===== config.mk =====
export PLATFORM = sky130hd
export DESIGN_NAME = quoted_field_tokenizer_unit_flat
export DESIGN_NICKNAME = d
export VERILOG_FILES = /design/src/hdl/qft_pkg.sv /design/src/hdl/qft_req_if.sv /design/src/hdl/qft_rsp_if.sv /design/src/hdl/qft_lexer.sv /design/src/hdl/quoted_field_tokenizer_unit.sv /design/src/flat_wrapper.sv
export SDC_FILE = /design/constraint.sdc
export NUM_CORES = 1
export LEC_CHECK = 0
export BUFFER_PORTS_ARGS = -buffer_cell sky130_fd_sc_hd__buf_2
export CORE_UTILIZATION = 35
export CTS_CLUSTER_SIZE = 8
export DETAILED_ROUTE_END_ITERATION = 7
export PLACE_DENSITY = 0.62
export RECOVER_POWER = 100
export SLEW_MARGIN = 25
export SYNTH_ARGS = -nofsm -noshare
export SYNTH_HDL_FRONTEND = slang
export SYNTH_SLANG_ARGS = --single-unit

===== constraint.sdc =====
create_clock -name clock -period 2.1 [get_ports clock]
set_clock_uncertainty 0.05 [all_clocks]
set_input_delay 0.315 -clock clock [delete_from_list [all_inputs] [get_ports clock]]
set_output_delay 0.315 -clock clock [all_outputs]
set_load 0.03 [all_outputs]

===== src/hdl/qft_pkg.sv =====
// Shared types and constants for the quoted field tokenizer.
package qft_pkg;

   typedef enum logic [2:0] {
      MODE_START    = 3'd0,
      MODE_UNQUOTED = 3'd1,
      MODE_QUOTED   = 3'd2,
      MODE_ESCAPE   = 3'd3,
      MODE_AFTERQ   = 3'd4
   } mode_type;

   typedef enum logic [2:0] {
      KIND_BYTE      = 3'd0,
      KIND_END       = 3'd1,
      KIND_LAST      = 3'd2,
      KIND_NOQUOTE   = 3'd3,
      KIND_BADESCAPE = 3'd4
   } kind_type;

   localparam logic [7:0] CH_SPACE = 8'h20;
   localparam logic [7:0] CH_TAB   = 8'h09;
   localparam logic [7:0] CH_QUOTE = 8'h22;
   localparam logic [7:0] CH_BSL   = 8'h5C;
   localparam logic [7:0] CH_NL    = 8'h0A;

   typedef struct packed {
      logic       emit;
      kind_type   kind;
      logic [7:0] field_byte;
      logic       line_end;
   } result_type;

endpackage


===== src/hdl/qft_req_if.sv =====
// Input channel interface: one line byte per transaction.
interface qft_req_if;
   logic       valid;
   logic       ready;
   logic [7:0] line_byte;

   modport source (output valid, output line_byte, input ready);
   modport sink   (input valid, input line_byte, output ready);
endinterface


===== src/hdl/qft_rsp_if.sv =====
// Result channel interface: one token per transaction.
interface qft_rsp_if;
   logic       valid;
   logic       ready;
   logic [2:0] kind;
   logic [7:0] field_byte;
   logic       line_end;

   modport source (output valid, output kind, output field_byte, output line_end, input ready);
   modport sink   (input valid, input kind, input field_byte, input line_end, output ready);
endinterface


===== src/hdl/qft_lexer.sv =====
// Lexer mode register and the per-byte token decode.
module qft_lexer (
   input  logic                  clock,
   input  logic                  reset,
   input  logic                  step,
   input  logic [7:0]            line_byte,
   output qft_pkg::result_type   result
);

   qft_pkg::mode_type mode_ff;
   qft_pkg::mode_type mode_in;
   qft_pkg::kind_type kind;
   logic              emit;
   logic              is_nl;
   logic              is_blank;

   assign is_nl    = (line_byte == qft_pkg::CH_NL);
   assign is_blank = (line_byte == qft_pkg::CH_SPACE) || (line_byte == qft_pkg::CH_TAB);

   always_comb begin
      mode_in = mode_ff;
      emit    = 1'b1;
      kind    = qft_pkg::KIND_BYTE;
      unique case (mode_ff)
         qft_pkg::MODE_UNQUOTED: begin
            if (is_nl) begin
               mode_in = qft_pkg::MODE_START;
               kind    = qft_pkg::KIND_LAST;
            end else if (is_blank) begin
               mode_in = qft_pkg::MODE_START;
               kind    = qft_pkg::KIND_END;
            end
         end
         qft_pkg::MODE_QUOTED: begin
            if (is_nl) begin
               mode_in = qft_pkg::MODE_START;
               kind    = qft_pkg::KIND_NOQUOTE;
            end else if (line_byte == qft_pkg::CH_BSL) begin
               mode_in = qft_pkg::MODE_ESCAPE;
               emit    = 1'b0;
            end else if (line_byte == qft_pkg::CH_QUOTE) begin
               mode_in = qft_pkg::MODE_AFTERQ;
               emit    = 1'b0;
            end
         end
         qft_pkg::MODE_ESCAPE: begin
            if (is_nl) begin
               mode_in = qft_pkg::MODE_START;
               kind    = qft_pkg::KIND_BADESCAPE;
            end else begin
               mode_in = qft_pkg::MODE_QUOTED;
            end
         end
         qft_pkg::MODE_AFTERQ: begin
            // The byte after a closing quote is the separator and is dropped.
            mode_in = qft_pkg::MODE_START;
            kind    = is_nl ? qft_pkg::KIND_LAST : qft_pkg::KIND_END;
         end
         default: begin
            if (is_nl) begin
               mode_in = qft_pkg::MODE_START;
               kind    = qft_pkg::KIND_LAST;
            end else if (line_byte == qft_pkg::CH_QUOTE) begin
               mode_in = qft_pkg::MODE_QUOTED;
               emit    = 1'b0;
            end else if (is_blank) begin
               mode_in = qft_pkg::MODE_START;
               kind    = qft_pkg::KIND_END;
            end else begin
               mode_in = qft_pkg::MODE_UNQUOTED;
            end
         end
      endcase
   end

   always_ff @(posedge clock) begin
      if (reset) begin
         mode_ff <= qft_pkg::MODE_START;
      end else if (step) begin
         mode_ff <= mode_in;
      end
   end

   always_comb begin
      result.emit       = emit;
      result.kind       = kind;
      result.field_byte = (kind == qft_pkg::KIND_BYTE) ? line_byte : 8'h00;
      result.line_end   = (kind == qft_pkg::KIND_LAST) || (kind == qft_pkg::KIND_NOQUOTE) ||
                          (kind == qft_pkg::KIND_BADESCAPE);
   end

endmodule


===== src/hdl/quoted_field_tokenizer_unit.sv =====
// Top level of the quoted field tokenizer: input register, lexer, result register.
//
// Usage: bytes of a command line arrive on req_chan, one per transaction; the
// byte 0x0A ends the line. Each byte gives at most one token on rsp_chan:
// kind 0 carries a field content byte in field_byte, kind 1 marks a field end,
// kind 2 the last field end of the line, kind 3 a missing closing quote and
// kind 4 a newline right after a backslash. line_end is set on the token that
// closes the line. Opening quotes, closing quotes and escape backslashes give
// no token. After an error the next byte starts a new line.
// Path: an accepted byte sits in the input register, is decoded, and its token is
// held in the result register, which drives rsp_chan.
// Throughput: one byte per cycle while rsp_chan is ready; the only state carried from
// byte to byte is the 3-bit lexer mode, updated in the same cycle the byte is decoded.
// Stalls: when rsp_chan is not ready, the token holds in the result register
// and one more byte waits in the input register; req_chan.ready then drops.
// Reset clears the lexer mode to field start and empties both registers.
module quoted_field_tokenizer_unit (
   input  logic         clock,
   input  logic         reset,
   qft_req_if.sink      req_chan,
   qft_rsp_if.source    rsp_chan
);

   logic                s1_valid_ff;
   logic [7:0]          s1_byte_ff;
   logic                rsp_valid_ff;
   logic                rsp_valid_in;
   logic [2:0]          rsp_kind_ff;
   logic [7:0]          rsp_byte_ff;
   logic                rsp_line_end_ff;
   logic                advance;
   logic                fire;
   qft_pkg::result_type result;

   // The decode stage moves forward whenever the result register is free or being emptied.
   assign advance        = !rsp_valid_ff || rsp_chan.ready;
   assign fire           = s1_valid_ff && advance;
   assign req_chan.ready = !s1_valid_ff || advance;

   always_ff @(posedge clock) begin
      if (reset) begin
         s1_valid_ff <= 1'b0;
      end else if (req_chan.ready) begin
         s1_valid_ff <= req_chan.valid;
      end
   end

   always_ff @(posedge clock) begin
      if (req_chan.ready && req_chan.valid) begin
         s1_byte_ff <= req_chan.line_byte;
      end
   end

   qft_lexer u_lexer (
      .clock     (clock),
      .reset     (reset),
      .step      (fire),
      .line_byte (s1_byte_ff),
      .result    (result)
   );

   assign rsp_valid_in = advance ? (fire && result.emit) : rsp_valid_ff;

   always_ff @(posedge clock) begin
      if (reset) begin
         rsp_valid_ff <= 1'b0;
      end else begin
         rsp_valid_ff <= rsp_valid_in;
      end
   end

   always_ff @(posedge clock) begin
      if (fire && result.emit) begin
         rsp_kind_ff     <= result.kind;
         rsp_byte_ff     <= result.field_byte;
         rsp_line_end_ff <= result.line_end;
      end
   end

   assign rsp_chan.valid      = rsp_valid_ff;
   assign rsp_chan.kind       = rsp_kind_ff;
   assign rsp_chan.field_byte = rsp_byte_ff;
   assign rsp_chan.line_end   = rsp_line_end_ff;

endmodule


===== src/flat_wrapper.sv =====
// flat-port wrapper written by rule: the top's interface ports become plain ports
module quoted_field_tokenizer_unit_flat 
  (clock, reset, req_chan_valid, req_chan_line_byte, req_chan_ready, rsp_chan_valid, rsp_chan_kind, rsp_chan_field_byte, rsp_chan_line_end, rsp_chan_ready);
  qft_req_if req_chan_i ();
  qft_rsp_if rsp_chan_i ();
  input  logic clock;
  input  logic reset;
  input wire logic [$bits(req_chan_i.valid)-1:0] req_chan_valid;
  input wire logic [$bits(req_chan_i.line_byte)-1:0] req_chan_line_byte;
  output wire logic [$bits(req_chan_i.ready)-1:0] req_chan_ready;
  output wire logic [$bits(rsp_chan_i.valid)-1:0] rsp_chan_valid;
  output wire logic [$bits(rsp_chan_i.kind)-1:0] rsp_chan_kind;
  output wire logic [$bits(rsp_chan_i.field_byte)-1:0] rsp_chan_field_byte;
  output wire logic [$bits(rsp_chan_i.line_end)-1:0] rsp_chan_line_end;
  input wire logic [$bits(rsp_chan_i.ready)-1:0] rsp_chan_ready;
  assign req_chan_i.valid = req_chan_valid;
  assign req_chan_i.line_byte = req_chan_line_byte;
  assign req_chan_ready = req_chan_i.ready;
  assign rsp_chan_valid = rsp_chan_i.valid;
  assign rsp_chan_kind = rsp_chan_i.kind;
  assign rsp_chan_field_byte = rsp_chan_i.field_byte;
  assign rsp_chan_line_end = rsp_chan_i.line_end;
  assign rsp_chan_i.ready = rsp_chan_ready;
  quoted_field_tokenizer_unit u_core (.clock(clock), .reset(reset), .req_chan(req_chan_i), .rsp_chan(rsp_chan_i));
endmodule

======== Yosys cells after proc, flatten, opt, wreduce, memory -nomap -nowiden ========
Cells that the tools add are included.
W data, S select, Z words.
cells by class
  eq/ne operators ......................... 14
  reduce and logical (&&, ||, !) cells .... 13
  mux-type cells .......................... 23
operators by type and width
  kind                  count
  $mux W3               8
  $pmux W3 S4           2
  $eq A8 B4 Y1 const B  2
  $eq A8 B6 Y1 const B  2
  $eq A3 B2 Y1 const B  4
  $mux W2               6
  $eq A8 B7 Y1 const B  1
  $eq A3 B3 Y1 const B  2
  $mux W1               6
  $logic_or A1 B1 Y1    5
  $ne A4 B4 Y1 const B  1
  $eq A3 B1 Y1 const B  1
  $logic_and A1 B1 Y1   3
  $logic_not A3 Y1      1
  $ne A3 B3 Y1 const B  1
  $reduce_and A3 Y1     1
  $reduce_or A3 Y1      1
  $logic_not A1 Y1      2
  $pmux W1 S2           1
storage, ports and cells
  output and inout port bits .............. 14
  word-level logic and storage cells ...... 57
  register bits ........................... 25

======== Logic depth before layout (Yosys ltp) ========
Gate-level depths: netlist (run 1).
  word-level depth ........................ 9
  depth in mapped cells ................... 6

======== Hierarchy ========
From an unflattened synthesis (run 1), not the netlist that was laid out.
second synthesis, totals
  cell total of the unflattened synthesis .. 105
  area total of the unflattened synthesis .. 1253.7 um^2
by module, submodules not included
  module                       area an instance (um^2)  sequential area each (um^2)  cells each  times used
  quoted_field_tokenizer_unit  703.2                    640.6                        31          1
  qft_lexer                    550.5                    60.1                         74          1

======== Worst setup path after synthesis (run 1) ========
OpenSTA, ideal clock, no wires.
  kind .................................... register -> register
  start point ............................. register u_core.s1_byte_ff[0]
  end point ............................... register u_core.rsp_byte_ff[0], in the netlist u_core.rsp_chan.field_byte[0] (enable)
  slack ................................... 102 ps
  data required time ...................... 1753 ps
  period minus slack after synthesis ...... 1998 ps
  cell stages (with the launch flop) ...... 6
  arrival time ............................ 1651 ps
  library setup time ...................... 297 ps
  buffers on the path ..................... 0
  cell sequence ........................... edfxtp_1 > or4b_1 > nor2_1 > a22oi_1 > a211oi_1 > nor2_1
between the ends
  longest elaborated chain between the ends .. 6
  elaborated cells on any way between the ends .. 9
  classes of those cells .................. eq/ne (3); mux (5); reduce/logical (1)
ends and longest elaborated chain
  item                     line                               source
  start, declared          quoted_field_tokenizer_unit.sv:25  logic [7:0] s1_byte_ff;
  start signal, assigned   quoted_field_tokenizer_unit.sv:50  s1_byte_ff <= req_chan.line_byte;
  $eq A8 B6 Y1             qft_lexer.sv:41, qft_lexer.sv:63
  $mux W1                  qft_lexer.sv:41, qft_lexer.sv:63
  $mux W1                  qft_lexer.sv:38                    end else if (line_byte == qft_pkg::CH_BSL) begin
  $mux W1                  qft_lexer.sv:35                    if (is_nl) begin
  $pmux W1 S2 (*)          qft_lexer.sv:24                    unique case (mode_ff)
  $logic_and A1 B1 Y1 (*)  quoted_field_tokenizer_unit.sv:73  if (fire && result.emit) begin
  end signal, assigned     quoted_field_tokenizer_unit.sv:75  rsp_byte_ff <= result.field_byte;
  end, declared            quoted_field_tokenizer_unit.sv:29  logic [7:0] rsp_byte_ff;
Mark *: on every way between the ends. The rest lies on a longest branch, timed or not.
A chain may end at the register's enable or synchronous reset.

======== Worst setup path after layout (run 1) ========
  start point ............................. register u_core.s1_byte_ff[0]
  end point ............................... register u_core.rsp_byte_ff[5], in the netlist u_core.rsp_chan.field_byte[5] (enable)
Same word-level chain as after synthesis.

==> qor.log, run 1 <==
INFO  sta            fmaxAchievable=0.488GHz
INFO  grt            maximum_number_of_pins_on_one_net_before_global_route_repair=15
INFO  detailed_routing routed_via_density=4.90
INFO  worst_setup_path path_class=reg2reg
INFO  finish         proportion_of_layout_cells_with_a_drive_suffix_above_1=29.2%
INFO  yosys          synth_seq_area_share=61.8%
INFO  detailed_routing drt_first_iter_violations=10
INFO  placement      place.port_buffers=25
INFO  worst_setup_path critPathLaunchType=flop
INFO  die            initial_utilization=37.1%
INFO  grt            first_global_vias=757
INFO  yosys          syn_avg_cell_area=11.9µm²
INFO  yosys          synth.ff_latch_count=25
INFO  placement      placedCellCount=175
INFO  finish         nNetsFinal=150
INFO  worst_setup_path critical_path_required=2.14ns
INFO  job            cap_violations=0
INFO  finish         n_antenna_cell=0
INFO  die            rows=20
INFO  status         status=complete, no violations
INFO  clocking       cts_tree=done
INFO  sta            finalCriticalPeriod=2.05ns
INFO  detailed_routing drc_errors=0
INFO  finish         area.growth.synth_to_final=28.8%
INFO  sta            min_period_over_period=97.6%
INFO  clocking       clk_lat_worst_skew=0.32ns
INFO  die            die_y=58.9µm
INFO  die            dieArea=3470µm²
INFO  power          irDropWorstVdd=0.000341V
INFO  die            die_x=58.9µm
INFO  yosys          synth_cell_type_count=36
INFO  die            core_region_area=3050µm²
INFO  detailed_routing detailroute.via_count=886
INFO  grt            grt-ovfl-total=0
INFO  finish         layoutNonFillerInstCount=181
INFO  worst_setup_path biggest_fanout_along_the_worst_timing_path=6
INFO  sta            timing.max_slew.rel_slack=69.2%
INFO  detailed_routing wl_per_cell=12.1µm
INFO  yosys          netlist_instances=95
INFO  yosys          synth.yosys.warnings=0
INFO  detailed_routing first_pass_iters=4
INFO  power          leakagePower=0.000530µW
INFO  clocking       cts.clk_slew.worst_paths=0.13ns
INFO  placement      dp_hpwl=1.57mm
INFO  grt            grtUsageTotal=13.0%
INFO  die            io_pins=26
INFO  worst_setup_path worst_setup_path_end_kind=flop
INFO  clocking       ctsHtreeMaxLevel=1
INFO  yosys          mappedNetlistArea=1130µm²
INFO  grt            grt_first_pass_wirelength=3.24mm
INFO  clocking       cts-root-to-sink-buffers=2
INFO  clocking       clock_tree.root_cell=sky130_fd_sc_hd__clkbuf_4
INFO  worst_setup_path worst_ep_arrival_time=2.08ns
INFO  placement      place.gp.congestion=0.838
INFO  clocking       cts-buffers-inserted=3
INFO  yosys          syn-num-nets=107
INFO  sta            report.final.setup_viol=0
INFO  detailed_routing wl=2.19mm
INFO  finish         post_layout_util=47.8%
INFO  clocking       cts_hold_buffers=0
INFO  clocking       clock-sinks=25
INFO  detailed_routing drt.antenna.violating_nets=0
INFO  power          power_per_cell_area=631nW/µm²
INFO  sta            report.final.slew_viol_count=0
INFO  worst_hold_path worstHoldPathType=in2reg
INFO  sta            transition_time_at_the_pin_with_the_least_slew_margin=0.462ns
INFO  grt            grt_antenna_before_repair=0
INFO  sta            hold_violations=0
-- Yosys cell counts, drive strengths merged --
library cell | number | share of area, %
nor3 | 1 | 0.44
nor4b | 4 | 3.6
or3 | 1 | 0.55
o22ai | 1 | 0.55
nand2 | 7 | 2.3
a31oi | 2 | 1.1
a22oi | 1 | 0.66
a311oi | 1 | 0.77
or2 | 1 | 0.55
and2 | 6 | 3.3
o31ai | 1 | 0.66
nor4bb | 1 | 0.88
dfxtp | 5 | 8.8
inv | 2 | 0.66
and3 | 3 | 1.7
nand4 | 1 | 0.55
o211ai | 1 | 0.66
or4b | 1 | 0.88
clkbuf | 2 | 0.66
nor4 | 1 | 0.55
nor2 | 6 | 2.0
or3b | 1 | 0.77
nand2b | 4 | 2.2
nand3 | 1 | 0.44
and4bb | 1 | 1.1
a211oi | 3 | 2.4
nand4b | 1 | 0.77
nor2b | 2 | 1.1
buf | 1 | 0.44
o21ai | 2 | 0.88
edfxtp | 20 | 53
o31a | 1 | 0.77
o21a | 1 | 0.66
a21oi | 8 | 3.5
-- final timing paths --
path | from | endpoint | slack (ns) | cells past startpoint
setup / recovery | u_core.s1_byte_ff[0] | u_core.rsp_chan.field_byte[5] | 0.05 | 7
hold reg to reg | u_core.s1_valid_ff | u_core.rsp_chan.valid | 0.49 | 2
hold / removal | req_chan_line_byte[1] | u_core.s1_byte_ff[1] | 0.10 | 1
setup reg to reg | u_core.s1_byte_ff[0] | u_core.rsp_chan.field_byte[5] | 0.05 | 7
-- layout by cell type, fill, tap and decap left out, types with 3 or more instances in the layout --
master | netlist | final
sky130_fd_sc_hd__buf_4 | 0 | 14
sky130_fd_sc_hd__buf_2 | 1 | 11
sky130_fd_sc_hd__a21oi_1 | 8 | 8
sky130_fd_sc_hd__clkbuf_1 | 2 | 15
sky130_fd_sc_hd__nor2_1 | 6 | 4
sky130_fd_sc_hd__edfxtp_1 | 20 | 20
sky130_fd_sc_hd__and3_1 | 3 | 3
sky130_fd_sc_hd__and2_1 | 6 | 5
sky130_fd_sc_hd__nand2b_1 | 4 | 4
sky130_fd_sc_hd__nand2_1 | 7 | 7
sky130_fd_sc_hd__dfxtp_1 | 5 | 5
sky130_fd_sc_hd__clkbuf_4 | 0 | 3
-- flip-flops by register name (all words and copies together), names as in the netlist --
| name | cells |
|---|---|
| u_core.rsp_chan.field_byte | 8 |
| u_core.rsp_chan.kind | 3 |
| u_core.rsp_chan.line_end | 1 |
| u_core.rsp_chan.valid | 1 |
| u_core.s1_byte_ff | 8 |
| u_core.s1_valid_ff | 1 |
| u_core.u_lexer.mode_ff | 3 |
-- logic make-up (layout without fill, tap and decap cells) --
family	Yosys count	count (layout)	share of synthesized area, %
AOI/OAI and AO/OA	22	22	12.7
DFF	25	25	61.8
buffers and inverters	5	46	1.77
and+or+nand+nor	43	44	23.7
-- per-stage QoR --
step                setup slack [ns]  area (µm²)  setup TNS, ns  hold WS (ns)  total power (µW)
finish                        0.0513        1460              0         0.104               922
global route                 -0.0867        1460         -0.979        0.0900               957
CTS                           0.0967        1440              0        0.0970               927
detailed placement           -0.0499        1410         -0.597         0.444               717
global placement              0.0182        1410              0         0.442               714
floorplan                      0.102        1130              0         0.334               667
-- routing by layer --
metal  GRT usage, %  vias to the layer above  routed length, µm
li1               -                      450                  -
met5              0                        -                  0
met4           9.86                        0                 59
met3           1.76                        5                 73
met2           21.1                       21               1080
met1           15.6                      410                982
-- critical path: stages, from the launching register on --
cell and delay [ns]:
sky130_fd_sc_hd__edfxtp_1 0.48, sky130_fd_sc_hd__buf_4 0.18, sky130_fd_sc_hd__nor4b_1 0.35, sky130_fd_sc_hd__buf_4 0.20, sky130_fd_sc_hd__nand3_1 0.12, sky130_fd_sc_hd__a211oi_2 0.20
sky130_fd_sc_hd__buf_4 0.16, sky130_fd_sc_hd__nor2_2 0.08
-- area by class of cell --
cell class / instances / area (µm²)
flip-flops and latches: 25 / 701
well taps: 44 / 55.1
clock buffers: 3 / 22.5
fillers: 306 / 1590
clock inverters: 1 / 5.00
inverters: 2 / 7.51
multi-input cells: 66 / 453
repair buffers: 40 / 216
-- report_power, final --
group	switching (µW)	leakage, µW	internal [µW]
clock network	142	0.0000177	71.5
registers	17.2	0.000231	565
logic	76.4	0.000282	49.9
-- timing repair --
item | CTS | global route
resized for setup | 2 | 5
pin swaps | 0 | 2
hold endpoints to repair | 0 | 0
setup endpoints to repair | 12 | 19
gates cloned | 0 | 1
buffers inserted | 0 | 1
No activity file was read; power rests on OpenSTA's default activity.
==> run 2, diff against run 1 <==
--- a/config.mk
+++ b/config.mk
@@ -6,10 +6,10 @@
 export NUM_CORES = 1
 export LEC_CHECK = 0
 export BUFFER_PORTS_ARGS = -buffer_cell sky130_fd_sc_hd__buf_2
-export CORE_UTILIZATION = 35
+export CORE_UTILIZATION = 40
 export CTS_CLUSTER_SIZE = 8
 export DETAILED_ROUTE_END_ITERATION = 7
-export PLACE_DENSITY = 0.62
+export PLACE_DENSITY = 0.69
 export RECOVER_POWER = 100
 export SLEW_MARGIN = 25
 export SYNTH_ARGS = -nofsm -noshare
==> qor.log, run 2 (synthesis gave the netlist of run 1 again) <==
INFO  finish         mostFrequentLayoutCell=sky130_fd_sc_hd__edfxtp_1
INFO  finish         fill_cells=244 [-20%]
INFO  grt            grt_first_pass_wirelength=3.79mm [+17%]
INFO  detailed_routing wl=2.30mm [+4.8%]
INFO  finish         layoutNonFillerInstCount=165 [-8.8%]
INFO  clocking       cts.clk_slew.worst_paths=0.13ns [about the same]
INFO  worst_setup_path critical-path-top-cell-by-count=sky130_fd_sc_hd__a21oi_1
INFO  worst_setup_path crit_family=simple AND/OR/NAND/NOR gates
INFO  clocking       cts-buffers-inserted=3 [unchanged]
INFO  worst_hold_path whs_path_depth=1 [unchanged]
INFO  finish         post_layout_util=55.4% [+7.5 points]
INFO  die            core_region_area=2570µm² [-16%]
INFO  clocking       post_cts.repair.setup_buffers=0 [unchanged]
INFO  power          leakagePower=0.000514µW [-3.1%]
INFO  power          irDropWorstVdd=0.000360V [+5.8%]
INFO  sta            report.final.slew_viol_count=0 [unchanged]
INFO  grt            grtUsageTotal=15.5% [+2.5 points]
INFO  sta            finalCriticalPeriod=2.06ns [+0.0144 ns]
INFO  detailed_routing drt_first_iter_violations=29 [+19]
INFO  die            dieArea=3050µm² [-12%]
INFO  grt            maximum_number_of_pins_on_one_net_before_global_route_repair=14 [-1]
INFO  worst_setup_path crit_path_cell_trace=clkbuf_1 -> nor4bb_1 -> o21ai_0 -> a21oi_1 -> a21oi_1 -> and3_1
INFO  sta            timing.max_slew.rel_slack=65.5% [-3.7 points]
INFO  clocking       cts_tree=done
INFO  worst_setup_path slowest_delay=0.46ns [-0.02 ns]
INFO  sta            final.hold.worst_slack=0.108ns [+0.00369 ns]
INFO  finish         final_cell_mix=20 x sky130_fd_sc_hd__edfxtp_1, 17 x sky130_fd_sc_hd__clkbuf_1, 12 x sky130_fd_sc_hd__buf_4
INFO  die            die_y=55.2µm [-6.2%]
INFO  sta            hold_violations=0 [unchanged]
INFO  clocking       clk_lat_worst_skew=0.32ns [about the same]
INFO  detailed_routing drc_errors=0 [unchanged]
INFO  worst_setup_path path_class=reg2reg
INFO  grt            grt-ovfl-total=0 [unchanged]
INFO  die            initial_utilization=44.2% [+7.0 points]
INFO  detailed_routing routed_via_density=5.56 [+14%]
INFO  grt            grt_antenna_before_repair=0 [unchanged]
INFO  worst_setup_path worst_ep_arrival_time=2.10ns [+0.02 ns]
INFO  worst_setup_path worst_setup_path_end_kind=flop
INFO  worst_setup_path biggest_fanout_along_the_worst_timing_path=7 [+1]
INFO  die            rows=18 [-10%]
INFO  finish         n_antenna_cell=0 [unchanged]
INFO  worst_setup_path worst_r2r_path_depth=6 [-1]
INFO  sta            transition_time_at_the_pin_with_the_least_slew_margin=0.511ns [+0.0486 ns]
INFO  die            io_pins=26 [unchanged]
INFO  detailed_routing drt.antenna.violating_nets=0 [unchanged]
INFO  sta            fmaxAchievable=0.485GHz [-0.70%]
INFO  worst_hold_path worstHoldPathType=in2reg
INFO  detailed_routing first_pass_iters=4 [unchanged]
INFO  placement      dp_hpwl=1.63mm [+4.0%]
INFO  clocking       clock_tree.root_cell=sky130_fd_sc_hd__clkbuf_4
INFO  status         status=complete, no violations
INFO  sta            setup_total_negative_slack=0ns [unchanged]
INFO  clocking       cts-root-to-sink-buffers=2 [unchanged]
INFO  worst_setup_path critPathLaunchType=flop
INFO  power          total_chip_power=921µW [about the same]
INFO  power          power_per_cell_area=648nW/µm² [+2.7%]
INFO  placement      place.gp.congestion=0.899 [+7.3%]
INFO  placement      place.port_buffers=25 [unchanged]
INFO  worst_setup_path slowest_cp_cell=sky130_fd_sc_hd__nor4bb_1
INFO  job            cap_violations=0 [unchanged]
INFO  clocking       clock-sinks=25 [unchanged]
INFO  finish         area.growth.synth_to_final=25.4%
INFO  sta            report.final.setup_viol=0 [unchanged]
INFO  die            die_x=55.2µm [-6.2%]
INFO  placement      placedCellCount=161 [-8.0%]
INFO  finish         nNetsFinal=148 [-1.3%]
INFO  sta            min_period_over_period=98.2% [+0.68 points]
INFO  worst_setup_path critical_path_buf_inv_count=1 [-2]
INFO  clocking       ctsHtreeMaxLevel=1 [unchanged]
INFO  finish         proportion_of_layout_cells_with_a_drive_suffix_above_1=25.9% [-3.3 points]
INFO  worst_setup_path timing.critical_path.depth=6 [-1]
INFO  detailed_routing wl_per_cell=13.9µm [+15%]
INFO  detailed_routing detailroute.via_count=917 [+3.5%]
INFO  worst_setup_path critical_path_required=2.13ns [about the same]
INFO  grt            first_global_vias=902 [+19%]
run 2: power breakdown:
| group | internal, µW | switching (µW) | total [µW] |
|---|---|---|---|
| logic | 48.9 | 77.2 | 126 |
| registers | 565 | 17.6 | 582 |
| clock network | 74.3 | 139 | 213 |
| total | 688 | 234 | 921 |
run 2: what timing repair did:
action	CTS	global route
pin swaps	0	1
hold buffers	0	0
resized for setup	2	4
endpoints found under the setup margin	12	18
run 2: final timing paths:
check	start	to	slack, ns
max	u_core.s1_byte_ff[0]	u_core.rsp_chan.field_byte[1]	0.04
min	req_chan_line_byte[2]	u_core.s1_byte_ff[2]	0.11
max reg2reg	u_core.s1_byte_ff[0]	u_core.rsp_chan.field_byte[1]	0.04
min reg2reg	u_core.s1_valid_ff	u_core.rsp_chan.valid	0.51
run 2: area by class of cell:
type | count | area, µm² | share of cell area [%]
clock buffer | 4 | 26.3 | 1.85
inverter | 2 | 7.51 | 0.528
multi-input combinational | 65 | 444 | 31.3
sequential | 25 | 701 | 49.3
tap | 30 | 37.5 | 2.64
timing repair buffer | 39 | 205 | 14.4
run 2: stage by stage:
step | area, µm² | worst slack [ns]
2_1_floorplan | 1130 | 0.102
3_3_place_gp | 1390 | 0.0569
3_5_place_dp | 1390 | -0.0637
4_1_cts | 1420 | 0.0686
5_1_grt | 1420 | -0.170
6_report | 1420 | 0.0369
run 2: metal layers:
layer / track usage, % / wire (µm)
met1: 17.7 / 954
met2: 27.9 / 1160
met3: 2.81 / 126
met4: 6.79 / 56
met5: 0 / 0
==> run 3, diff against run 2 <==
--- a/config.mk
+++ b/config.mk
@@ -7,6 +7,7 @@
 export LEC_CHECK = 0
 export BUFFER_PORTS_ARGS = -buffer_cell sky130_fd_sc_hd__buf_2
 export CORE_UTILIZATION = 40
+export CTS_BUF_LIST = sky130_fd_sc_hd__clkbuf_16
 export CTS_CLUSTER_SIZE = 8
 export DETAILED_ROUTE_END_ITERATION = 7
 export PLACE_DENSITY = 0.69
==> qor.log, run 3 (synthesis gave the netlist of run 1 again) <==
INFO  worst_setup_path crit_path_cell_trace=clkbuf_1 -> nor4b_1 -> nand2_1 -> inv_1 -> nor2_1 -> a211oi_1 -> a31oi_1
INFO  sta            timing.max_slew.rel_slack=70.5% [+5.0 points]
INFO  clocking       cts_hold_buffers=0 [unchanged]
INFO  clocking       cts_tree=done
INFO  worst_setup_path rr_startpoint=u_core.s1_byte_ff[0]
INFO  grt            grt_antenna_before_repair=0 [unchanged]
INFO  worst_setup_path worst_r2r_path_depth=7 [+1]
INFO  finish         post_layout_util=57.1% [+1.7 points]
INFO  sta            report.final.slew_viol_count=0 [unchanged]
INFO  worst_setup_path biggest_fanout_along_the_worst_timing_path=5 [-2]
INFO  die            rows=18 [unchanged]
INFO  grt            first_global_vias=877 [-2.8%]
INFO  worst_setup_path crit_family=simple AND/OR/NAND/NOR gates
INFO  worst_setup_path critical_path_required=2.06ns [-0.07 ns]
INFO  sta            transition_time_at_the_pin_with_the_least_slew_margin=0.442ns [-0.0689 ns]
INFO  status         status=complete, no violations
INFO  clocking       cts-buffers-inserted=3 [unchanged]
INFO  clocking       cts-root-to-sink-buffers=2 [unchanged]
INFO  worst_setup_path critical_path_buf_inv_count=2 [+1]
INFO  detailed_routing drc_errors=0 [unchanged]
INFO  worst_setup_path critPathLaunchType=flop
INFO  worst_setup_path regToRegSetupSlack=0.15ns [+0.11 ns]
INFO  worst_setup_path worst_ep_arrival_time=1.91ns [-0.19 ns]
INFO  job            cap_violations=0 [unchanged]
INFO  finish         layoutNonFillerInstCount=166 [+0.61%]
INFO  detailed_routing drt_first_iter_violations=40 [+38%]
INFO  worst_hold_path whs_path_depth=1 [unchanged]
INFO  worst_setup_path path_class=reg2reg
INFO  finish         final_cell_mix=20 x sky130_fd_sc_hd__edfxtp_1, 17 x sky130_fd_sc_hd__clkbuf_1, 12 x sky130_fd_sc_hd__buf_4
INFO  detailed_routing drt.antenna.violating_nets=0 [unchanged]
INFO  grt            use_met2=26.7% [-1.2 points]
INFO  worst_hold_path worstHoldPathType=in2reg
INFO  placement      place.gp.congestion=0.899 [unchanged]
INFO  power          total_chip_power=1120µW [+22%]
INFO  die            core_region_area=2570µm² [unchanged]
INFO  clocking       clk_lat_worst_skew=0.26ns [-0.06 ns]
INFO  clocking       clock_tree.root_cell=sky130_fd_sc_hd__clkbuf_16
INFO  worst_hold_path whs_endpoint=u_core.s1_byte_ff[0]
INFO  power          leakagePower=0.000541µW [+5.3%]
INFO  worst_setup_path r2r-end=u_core.rsp_chan.kind[0]
INFO  placement      placedCellCount=161 [unchanged]
INFO  worst_hold_path worstHoldStart=req_chan_line_byte[0]
INFO  grt            grt_first_pass_wirelength=3.76mm [-0.74%]
INFO  placement      place.port_buffers=25 [unchanged]
INFO  grt            grt-ovfl-total=0 [unchanged]
INFO  finish         nNetsFinal=149 [+0.68%]
INFO  finish         area_used_by_multi_input_combinational_logic=432µm² [-2.8%]
INFO  detailed_routing detailroute.via_count=908 [-0.98%]
INFO  grt            maximum_number_of_pins_on_one_net_before_global_route_repair=14 [unchanged]
INFO  sta            hold_violations=0 [unchanged]
INFO  die            die_y=55.2µm [unchanged]
INFO  finish         proportion_of_layout_cells_with_a_drive_suffix_above_1=24.3% [-1.7 points]
INFO  sta            report.final.setup_viol=0 [unchanged]
INFO  grt            grt_util_met3=2.81% [unchanged]
INFO  finish         area.growth.synth_to_final=29.2%
INFO  die            initial_utilization=44.2% [unchanged]
INFO  sta            fmaxAchievable=0.512GHz [+5.6%]
INFO  die            dieArea=3050µm² [unchanged]
INFO  clocking       cts.clk_slew.worst_paths=0.06ns [-0.07 ns]
INFO  detailed_routing wl=2.23mm [-2.9%]
INFO  placement      dp_hpwl=1.63mm [unchanged]
INFO  placement      placement.setup.worst_slack=-0.0637ns [unchanged]
INFO  worst_setup_path worst_setup_path_end_kind=flop
INFO  detailed_routing routed_via_density=5.47 [-1.6%]
INFO  grt            global_route.peak_usage_layer=met2
INFO  grt            grt_use_met1=17.6% [-0.15 points]
INFO  finish         final-seq-area=701µm² [unchanged]
INFO  power          power_per_cell_area=765nW/µm² [+18%]
INFO  sta            min_period_over_period=93.0% [-5.2 points]
INFO  sta            finalCriticalPeriod=1.95ns [-0.110 ns]
INFO  detailed_routing first_pass_iters=5 [+1]
INFO  grt            grtUsageTotal=15.8% [+0.30 points]
INFO  detailed_routing wl_per_cell=13.4µm [-3.5%]
INFO  power          irDropWorstVdd=0.000514V [+43%]
INFO  sta            slack_of_the_critical_path=0.147ns [+0.110 ns]
INFO  finish         n_antenna_cell=0 [unchanged]
INFO  finish         mostFrequentLayoutCell=sky130_fd_sc_hd__edfxtp_1
INFO  worst_setup_path slowest_cp_cell=sky130_fd_sc_hd__edfxtp_1
INFO  die            io_pins=26 [unchanged]
INFO  die            die_x=55.2µm [unchanged]
INFO  clocking       ctsHtreeMaxLevel=1 [unchanged]
INFO  finish         fill_cells=235 [-3.7%]
INFO  clocking       clock-sinks=25 [unchanged]
INFO  worst_setup_path slowest_delay=0.42ns [-0.04 ns]
[run 3: metal layers]
metal,vias up,part of all wire (%)
li1,444,-
met1,409,39
met2,46,51
met3,9,6.4
met4,0,3.6
met5,-,0
[run 3: final cells by class]
cell class,instances,share of cell area (%)
Clock buffer,3,5.12
Clock inverter,1,0.256
Inverter,2,0.512
Multi-Input combinational cell,65,29.5
Sequential cell,25,47.8
Tap cell,30,2.56
Timing Repair Buffer,40,14.3
[run 3: how the worst max path moves through the flow]
stage | slack, ns | from | end | cells after the start
finish | 0.15 | u_core.s1_byte_ff[0] | u_core.rsp_chan.kind[0] | 7
global route | -0.007 | u_core.s1_byte_ff[0] | u_core.rsp_chan.kind[0] | 7
CTS | 0.1 | u_core.s1_byte_ff[0] | u_core.rsp_chan.field_byte[6] | 5
detailed placement | -0.06 | u_core.s1_byte_ff[0] | u_core.rsp_chan.field_byte[6] | 5
global placement | 0.06 | u_core.s1_byte_ff[1] | u_core.rsp_chan.field_byte[6] | 5
floorplan | 0.10 | u_core.s1_byte_ff[0] | u_core.rsp_chan.field_byte[0] | 5
[run 3: metrics by stage]
step / cell area, µm² / hold slack (ns) / setup TNS (ns)
2_1_floorplan: 1130 / 0.334 / 0
3_3_place_gp: 1390 / 0.441 / 0
3_5_place_dp: 1390 / 0.443 / -0.760
4_1_cts: 1480 / 0.175 / 0
5_1_grt: 1470 / 0.170 / -0.00669
6_report: 1470 / 0.175 / 0
[run 3: power by group]
part / internal (µW) / switching [µW]
clock: 255 / 161
combinational: 47.5 / 75.4
sequential: 565 / 17.0
[run 3: repair_timing]
item / 4_1_cts / 5_1_grt
setup endpoints to repair: 12 / 14
pin swaps: 0 / 1
endpoints found under the hold margin: 0 / 0
resized for setup: 2 / 2
setup buffers: 0 / 1
